$ cat src/rtl/flc_pkg.sv
`timescale 1ns / 1ps
// ----------------------------------------------------------------------------
// flc_pkg: shared types and constants for the lookup cache
// Request and response payloads, request kinds and the controller command.
// ----------------------------------------------------------------------------
package flc_pkg;

   localparam int CACHE_ENTRIES_DEFAULT = 8;

   localparam int CODE_W   = 31;
   localparam int PRICE_W  = 32;
   localparam int VISITS_W = 16;
   localparam int SLOT_W   = 3;

   localparam logic [VISITS_W-1:0] VISIT_MAX = {VISITS_W{1'b1}};

   typedef enum logic [1:0] {
      KIND_LOOKUP = 2'd0,
      KIND_FILL   = 2'd1,
      KIND_UPDATE = 2'd2,
      KIND_NONE   = 2'd3
   } kind_type;

   typedef struct packed {
      logic [1:0]         kind;
      logic [CODE_W-1:0]  item_code;
      logic [PRICE_W-1:0] price_in;
   } req_type;

   typedef struct packed {
      logic                hit;
      logic [SLOT_W-1:0]   slot;
      logic [PRICE_W-1:0]  price_out;
      logic [VISITS_W-1:0] visit_count;
      logic                evicted;
   } rsp_type;

   typedef struct packed {
      logic load_req;
      logic match_en;
      logic write_en;
   } cmd_type;

endpackage

$ cat src/rtl/flc_ctrl.sv
`timescale 1ns / 1ps
// ----------------------------------------------------------------------------
// flc_ctrl: request sequencer
// Steps each request through a match state and a write state and owns the
// handshakes of the request and response channels.
// ----------------------------------------------------------------------------
module flc_ctrl (
   input  logic             clock,
   input  logic             reset,
   input  logic             req_valid,
   output logic             req_ready,
   output logic             rsp_valid,
   input  logic             rsp_ready,
   output flc_pkg::cmd_type cmd
);
   import flc_pkg::*;

   typedef enum logic [2:0] {
      ST_IDLE  = 3'b001,
      ST_MATCH = 3'b010,
      ST_WRITE = 3'b100
   } state_type;

   state_type state_ff, state_in;
   logic      rsp_valid_ff, rsp_valid_in;
   logic      out_free;

   // The response register can take a new result when empty or being drained.
   assign out_free = !rsp_valid_ff || rsp_ready;

   always_comb begin
      state_in     = state_ff;
      req_ready    = 1'b0;
      cmd.match_en = 1'b0;
      cmd.write_en = 1'b0;
      unique case (state_ff)
         ST_IDLE: begin
            req_ready = 1'b1;
            if (req_valid) begin
               state_in = ST_MATCH;
            end
         end
         ST_MATCH: begin
            cmd.match_en = 1'b1;
            state_in     = ST_WRITE;
         end
         ST_WRITE: begin
            if (out_free) begin
               cmd.write_en = 1'b1;
               req_ready    = 1'b1;
               state_in     = req_valid ? ST_MATCH : ST_IDLE;
            end
         end
         default: begin
            state_in = ST_IDLE;
         end
      endcase
      cmd.load_req = req_valid && req_ready;
   end

   always_comb begin
      rsp_valid_in = rsp_valid_ff;
      if (cmd.write_en) begin
         rsp_valid_in = 1'b1;
      end else if (rsp_ready) begin
         rsp_valid_in = 1'b0;
      end
   end

   always_ff @(posedge clock) begin
      if (reset) begin
         state_ff     <= ST_IDLE;
         rsp_valid_ff <= 1'b0;
      end else begin
         state_ff     <= state_in;
         rsp_valid_ff <= rsp_valid_in;
      end
   end

   assign rsp_valid = rsp_valid_ff;

endmodule

$ cat src/rtl/flc_datapath.sv
`timescale 1ns / 1ps
// ----------------------------------------------------------------------------
// flc_datapath: entry storage, match logic and response register
// Holds the entries oldest first, compares all valid slots in parallel and
// applies lookup, fill and price update writes.
// ----------------------------------------------------------------------------
module flc_datapath #(
   parameter int ENTRIES = flc_pkg::CACHE_ENTRIES_DEFAULT
) (
   input  logic             clock,
   input  logic             reset,
   input  flc_pkg::cmd_type cmd,
   input  flc_pkg::req_type req_data,
   input  logic             csr_write,
   input  logic             csr_data,
   output flc_pkg::rsp_type rsp_data
);
   import flc_pkg::*;

   localparam int IDX_W = $clog2(ENTRIES);
   localparam int CNT_W = $clog2(ENTRIES + 1);
   localparam logic [IDX_W-1:0] LAST_IDX = IDX_W'(ENTRIES - 1);

   req_type             req_ff;
   logic                enable_ff;
   logic [CNT_W-1:0]    fill_ff, fill_in;
   logic                hit_ff, hit_in;
   logic [IDX_W-1:0]    idx_ff, idx_in;
   rsp_type             rsp_ff, rsp_in;

   logic [CODE_W-1:0]   code_ff   [ENTRIES];
   logic [CODE_W-1:0]   code_in   [ENTRIES];
   logic [PRICE_W-1:0]  price_ff  [ENTRIES];
   logic [PRICE_W-1:0]  price_in  [ENTRIES];
   logic [VISITS_W-1:0] visits_ff [ENTRIES];
   logic [VISITS_W-1:0] visits_in [ENTRIES];

   logic [ENTRIES-1:0]  match;
   logic                full;
   logic [IDX_W-1:0]    fill_pos;
   logic                do_lookup_hit, do_fill, do_update;
   logic [VISITS_W-1:0] cur_visits, inc_visits;

   // Match stage: compare every valid slot, lowest slot wins.
   always_comb begin
      for (int i = 0; i < ENTRIES; i++) begin
         match[i] = (CNT_W'(i) < fill_ff) && (code_ff[i] == req_ff.item_code);
      end
      idx_in = '0;
      for (int i = ENTRIES - 1; i >= 0; i--) begin
         if (match[i]) begin
            idx_in = IDX_W'(i);
         end
      end
      hit_in = |match;
   end

   // Write stage decode.
   assign full          = (fill_ff == CNT_W'(ENTRIES));
   assign fill_pos      = full ? LAST_IDX : fill_ff[IDX_W-1:0];
   assign do_lookup_hit = cmd.write_en && (req_ff.kind == KIND_LOOKUP) && enable_ff && hit_ff;
   assign do_fill       = cmd.write_en && (req_ff.kind == KIND_FILL);
   assign do_update     = cmd.write_en && (req_ff.kind == KIND_UPDATE) && hit_ff;
   assign cur_visits    = visits_ff[idx_ff];
   assign inc_visits    = (cur_visits == VISIT_MAX) ? cur_visits : cur_visits + 1'b1;

   genvar g;
   generate
      for (g = 0; g < ENTRIES; g++) begin : g_slot
         logic [CODE_W-1:0]   shift_code;
         logic [PRICE_W-1:0]  shift_price;
         logic [VISITS_W-1:0] shift_visits;

         // On a full fill every slot takes its younger neighbor; the last
         // slot takes the new entry.
         if (g < ENTRIES - 1) begin : g_mid
            assign shift_code   = code_ff[g+1];
            assign shift_price  = price_ff[g+1];
            assign shift_visits = visits_ff[g+1];
         end else begin : g_last
            assign shift_code   = req_ff.item_code;
            assign shift_price  = req_ff.price_in;
            assign shift_visits = VISITS_W'(1);
         end

         always_comb begin
            code_in[g]   = code_ff[g];
            price_in[g]  = price_ff[g];
            visits_in[g] = visits_ff[g];
            if (do_fill && full) begin
               code_in[g]   = shift_code;
               price_in[g]  = shift_price;
               visits_in[g] = shift_visits;
            end else if (do_fill && (fill_pos == IDX_W'(g))) begin
               code_in[g]   = req_ff.item_code;
               price_in[g]  = req_ff.price_in;
               visits_in[g] = VISITS_W'(1);
            end
            if (do_lookup_hit && (idx_ff == IDX_W'(g))) begin
               visits_in[g] = inc_visits;
            end
            if (do_update && (idx_ff == IDX_W'(g))) begin
               price_in[g] = req_ff.price_in;
            end
         end

         always_ff @(posedge clock) begin
            code_ff[g]   <= code_in[g];
            price_ff[g]  <= price_in[g];
            visits_ff[g] <= visits_in[g];
         end
      end
   endgenerate

   always_comb begin
      fill_in = fill_ff;
      if (do_fill && !full) begin
         fill_in = fill_ff + 1'b1;
      end
   end

   always_comb begin
      rsp_in = '0;
      case (req_ff.kind)
         KIND_LOOKUP: begin
            if (enable_ff && hit_ff) begin
               rsp_in.hit         = 1'b1;
               rsp_in.slot        = SLOT_W'(idx_ff);
               rsp_in.price_out   = price_ff[idx_ff];
               rsp_in.visit_count = inc_visits;
            end
         end
         KIND_FILL: begin
            rsp_in.slot        = SLOT_W'(fill_pos);
            rsp_in.visit_count = VISITS_W'(1);
            rsp_in.evicted     = full;
         end
         KIND_UPDATE: begin
            if (hit_ff) begin
               rsp_in.hit         = 1'b1;
               rsp_in.slot        = SLOT_W'(idx_ff);
               rsp_in.visit_count = cur_visits;
            end
         end
         default: begin
            rsp_in = '0;
         end
      endcase
   end

   always_ff @(posedge clock) begin
      if (reset) begin
         fill_ff   <= '0;
         enable_ff <= 1'b1;
      end else begin
         fill_ff <= fill_in;
         if (csr_write) begin
            enable_ff <= csr_data;
         end
      end
   end

   always_ff @(posedge clock) begin
      if (cmd.load_req) begin
         req_ff <= req_data;
      end
      if (cmd.match_en) begin
         hit_ff <= hit_in;
         idx_ff <= idx_in;
      end
      if (cmd.write_en) begin
         rsp_ff <= rsp_in;
      end
   end

   assign rsp_data = rsp_ff;

endmodule

$ cat src/rtl/fifo_lookup_cache_core.sv
`timescale 1ns / 1ps
// ----------------------------------------------------------------------------
// fifo_lookup_cache_core: fully associative price cache, oldest-out refill
// Top level joining the request sequencer and the entry datapath.
// ----------------------------------------------------------------------------
// Usage:
// A request (lookup, fill or price update) is a transfer on the req_ channel.
// Each request yields exactly one response transfer on the rsp_ channel, in
// request order. A request passes through the parallel match stage and then
// the write stage, which loads the response register. The next request is
// accepted while the previous one is in the write stage, never while it is
// in the match stage, so the match stage sees the entries written by the
// previous request. The entries live in flip-flops.
// The response sits in an output register; the next request is accepted and
// matched while it waits. If the receiver stalls, the write stage holds
// until the register frees up, and req_ready stays low meanwhile.
// The csr_ channel writes cache_enable (always ready); write it only while
// no request is in flight. Reset empties the cache and sets cache_enable.
// No clearing pass is needed after reset.
// ----------------------------------------------------------------------------
module fifo_lookup_cache_core #(
   parameter int CACHE_ENTRIES = flc_pkg::CACHE_ENTRIES_DEFAULT
) (
   input  logic             clock,
   input  logic             reset,
   input  logic             req_valid,
   output logic             req_ready,
   input  flc_pkg::req_type req_data,
   output logic             rsp_valid,
   input  logic             rsp_ready,
   output flc_pkg::rsp_type rsp_data,
   input  logic             csr_valid,
   output logic             csr_ready,
   input  logic             csr_data
);
   import flc_pkg::*;

   cmd_type cmd;

   assign csr_ready = 1'b1;

   flc_ctrl u_ctrl (
      .clock     (clock),
      .reset     (reset),
      .req_valid (req_valid),
      .req_ready (req_ready),
      .rsp_valid (rsp_valid),
      .rsp_ready (rsp_ready),
      .cmd       (cmd)
   );

   flc_datapath #(
      .ENTRIES (CACHE_ENTRIES)
   ) u_datapath (
      .clock     (clock),
      .reset     (reset),
      .cmd       (cmd),
      .req_data  (req_data),
      .csr_write (csr_valid && csr_ready),
      .csr_data  (csr_data),
      .rsp_data  (rsp_data)
   );

endmodule
$ cat config.mk
export PLATFORM = sky130hd
export DESIGN_NAME = fifo_lookup_cache_core
export DESIGN_NICKNAME = d
export VERILOG_FILES = /design/src/rtl/flc_pkg.sv /design/src/rtl/flc_ctrl.sv /design/src/rtl/flc_datapath.sv /design/src/rtl/fifo_lookup_cache_core.sv
export SDC_FILE = /design/constraint.sdc
export NUM_CORES = 1
export LEC_CHECK = 0
export ABC_AREA = 1
export BUFFER_PORTS_ARGS = -buffer_cell sky130_fd_sc_hd__buf_2
export CAP_MARGIN = 20
export CORE_MARGIN = 4
export CORE_UTILIZATION = 56
export DETAILED_ROUTE_END_ITERATION = 8
export PLACE_DENSITY_LB_ADDON = 0.3
export SLEW_MARGIN = 25
export SYNTH_ARGS = -nofsm -noshare
export SYNTH_HDL_FRONTEND = slang
export SYNTH_SLANG_ARGS = --single-unit
$ cat constraint.sdc
create_clock -name clock -period 5.7 [get_ports clock]
set_input_delay 0.285 -clock clock [delete_from_list [all_inputs] [get_ports clock]]
set_output_delay 0.285 -clock clock [all_outputs]
set_load 0.02 [all_outputs]
==> summary.txt <==
Timing
  – Period utilisation layout: 0.682
  – F_max: 257 MHz
  – Slew headroom: 0.246
  – Final WS setup: 1.81 ns
  – Least-Margin Pin Slew: between 1 and 1.5 ns
  – RSZ-0062 raised after global routing: false
  – Min Tclk post-route: between 3 and 4 ns
  – Final setup fails: 0
  – Setup TNS: 0 ns
  – Skew final: around 0.025 ns
  – Final hold viol count: 0
  – Max Slew Vio Count: 0

Yosys
  – Syn nets: approximately 3700
  – Cell taking the most area after synthesis: edfxtp_1
  – Syn Inst Count: ~3600
  – Avg Cell Area, Syn: around 9.9 sq um
  – Sequential area share after synthesis: 0.637
  – Netlist cell types: 52
  – Synthesized flop and latch total: 763
  – Warnings, synthesis: 0
  – Most area-consuming cells after synthesis: edfxtp_1 (63%), nand2_1 (14%), o21ai_0 (4.1%)
  – Cell Area, Synth: 0.0358 sq mm
  – Synth top area share: 0.632
  – Ys flop type: edfxtp_1
  – Post-synth EDFFs: around 750
  – Async set-reset flop share out of synthesis: 0

Critical path
  – Worst path cell trace: inv_6, nor2_4, buf_4, nand2_1, nand4_1, nand2_1, nor2_1, nand2_1, nor2_4, nand2_4, nand3_1, nand2_1, nand2_1
  – CP endpoint kind: flop
  – Startpoint Class: flop
  – Max stage delay on crit path: 0.78 ns
  – Most Frequent Cell on Critical Path: nand2_1
  – Slowest CP cell: edfxtp_1
  – Critical path required time: roughly 6.2 ns
  – Worst path bufs/invs: 2
  – CP delay by family, top: simple AND/OR/NAND/NOR gates
  – Max FO, Critical Path: 53
  – Setup CP Type: reg -> reg
  – Worst EP arrival: ~4.4 ns

Clocking
  – CTS HTree Levels: 3
  – Post-CTS Setup Inserts: 0
  – Root buf cell: clkbuf_16
  – CTS sink count: approximately 760
  – Clock buffer depth: 3
  – TritonCTS clock tree: yes
  – Clock transition at path regs: 0.06 ns
  – Skew-Pair Late Insertion Delay: approximately 0.63 ns
  – CTS resizes: 0
  – Clock buffer count from CTS: 79
  – Cts hold-fix bufs: 70

Finish
  – Fillcell total: between 4000 and 5000
  – Final Non-Filler Cells: 4664
  – Ant diodes: 0
  – Final nets: about 3800
  – Share of cells above drive strength 1: 0.0877
  – Area growth from synthesis to layout: 13.4%
  – Post-route cell area: roughly 0.041 sq mm

Hold path
  – Worst hold path class: in -> reg

Pwr
  – Pwr dens: between 300 and 400 mW/mm^2
  – Pleak: between 0.015 and 0.02 uW
  – Maximum VDD drop: between 0.0003 and 0.0004 V

Status
  – Outcome: complete, no violations

Placed design
  – Final HPWL DP: 66700 um
  – Placed Instances: about 4500
  – Placed Area: between 0.03 and 0.04 sq mm
  – Setup WS pre-CTS: roughly 1.9 ns
  – PortBufs: ~130
  – GP Congestion: approximately 1

Routing
  – DRT Wirelength: approximately 110000 um
  – # DRC: 0
  – Detailed-route via count: ~28000
  – Vias per cell: 6.00
  – DRT iter0 DRCs: ~5000
  – WL per Instance: 23.2 um
  – ANT nets after route: 0
  – Drt first pass iters: 7

Die
  – Die Wd: 261 um
  – Die area: around 0.07 sq mm
  – Rows: just over 90
  – Core ar.: roughly 0.063 sq mm
  – # IOs: between 100 and 150
  – Die Span Y: between 200 and 300 um
  – Initial Utilization: 0.566

Global routing
  – GRT Overall Usage: 0.311
  – Initial antenna violation count: 2
  – Vias in the first global route: approximately 26000
  – First-pass GRT wire length: between 150000 and 200000 um
  – Grt ovf: 0
  – Largest net degree at the start of global routing: roughly 200

Flow run
  – Maxcap violations: 0
==> final timing paths <==
path | from | endpoint | slack, ns | depth (start not counted)
setup / recovery | u_datapath.idx_ff[0]$_SDFFCE_PP0P_ | u_datapath.visits_ff[1][8]$_DFFE_PP_ | 1.81 | 13
hold / removal | req_data[38] | u_datapath.g_slot[7].shift_code[6]$_DFFE_PP_ | 0.36 | 2
setup reg to reg | u_datapath.idx_ff[0]$_SDFFCE_PP0P_ | u_datapath.visits_ff[1][8]$_DFFE_PP_ | 1.81 | 13
hold reg to reg | u_datapath.g_slot[7].shift_price[11]$_DFFE_PP_ | u_datapath.price_ff[7][11]$_DFFE_PP_ | 0.44 | 0
==> per-layer routing <==
metal / vias to the layer above / share of wire / GRT usage
met5: - / 0.00014 / 0
met4: 2 / 0.034 / 0.109
met3: 271 / 0.14 / 0.0719
met2: 1953 / 0.44 / 0.464
met1: 13257 / 0.39 / 0.452
li1: 12505 / - / -
==> cell type report <==
class / instances / area (sq um) / area share
Clock inverter: 43 / 514 / 0.0127
Timing Repair Buffer: 239 / 1720 / 0.0424
Inverter: 355 / 1360 / 0.0335
Sequential cell: 763 / 22800 / 0.562
Multi-Input combinational cell: 2325 / 11100 / 0.273
Tap cell: 846 / 1060 / 0.0261
Clock buffer: 93 / 2040 / 0.0503
==> cell usage after synthesis (4+ instances only) <==
master and number:
nand2_1 1302, edfxtp_1 754, inv_1 342, o21ai_0 290, nor2_1 167, clkbuf_1 136
xnor2_1 90, o22ai_1 87, a21oi_1 59, nand3_1 59, nand4_1 53, xor2_1 37
a22oi_1 35, nor3_1 24, a221oi_1 18, buf_1 11, o2111ai_1 11, a41oi_1 9
dfxtp_1 9, nand2_2 9, buf_2 8, nor4_1 8, or2_2 8, a211oi_1 7
buf_6 7, inv_2 6, nand3_2 6, o221ai_1 6, o31ai_1 6, buf_4 5
clkinv_1 5, o21ai_1 5, a31oi_1 4, ha_1 4, nor2_4 4
==> cell usage in the layout (no fill, tap or decap), drive strengths merged, types with 6 or more instances in the layout <==
master       instances
dlygate4sd3         70
a22oi               35
or2                  8
o21ai              296
a41oi                9
a21oi               59
nor3                24
nand3               65
o221ai               6
a221oi              18
edfxtp             754
xnor2               90
a211oi               7
dfxtp                9
o31ai                6
nor2               173
o22ai               87
inv                354
o2111ai             11
nand2             1312
nor4                 8
clkbuf              93
bufinv              11
clkinv              31
buf                169
nand4               53
xor2                37
==> flip-flops by register name, summed over array words and instances, names as in the netlist <==
register	cells
u_datapath.fill_ff	4
u_datapath.visits_ff	128
u_datapath.idx_ff	3
u_datapath.price_ff	256
u_datapath.g_slot.shift_code	31
u_datapath.req_ff	2
u_datapath.rsp_data	53
u_datapath.hit_ff	1
u_datapath.g_slot.shift_price	32
u_datapath.enable_ff	1
u_ctrl.rsp_valid	1
u_ctrl.state_ff	3
u_datapath.code_ff	248
==> power breakdown <==
part / internal, uW / switching (uW)
registers: 6480 / 290
clock network: 3020 / 2200
logic: 460 / 968
==> per-stage QoR <==
step | power [uW] | hold WS (ns) | utilization
2_1_floorplan | 7640 | 0.354 | -
6_report | 13400 | 0.361 | 0.642
4_1_cts | 13400 | 0.327 | 0.642
3_5_place_dp | 8210 | 0.436 | 0.590
3_3_place_gp | 8150 | 0.432 | 0.590
5_1_grt | 13800 | 0.360 | 0.642
==> kinds of logic after synthesis <==
| group | after synthesis | share of synthesized area |
|---|---|---|
| AOI/OAI and AO/OA | 544 | 0.0880 |
| adders and majority gates | 4 | 0.00140 |
| and+or+nand+nor | 1649 | 0.184 |
| buffers and inverters | 522 | 0.0575 |
| DFF | 763 | 0.637 |
| xor gates and xnor gates | 127 | 0.0311 |
| other | 1 | 0.000105 |
Note: power is estimated with default switching activity, not from simulation.
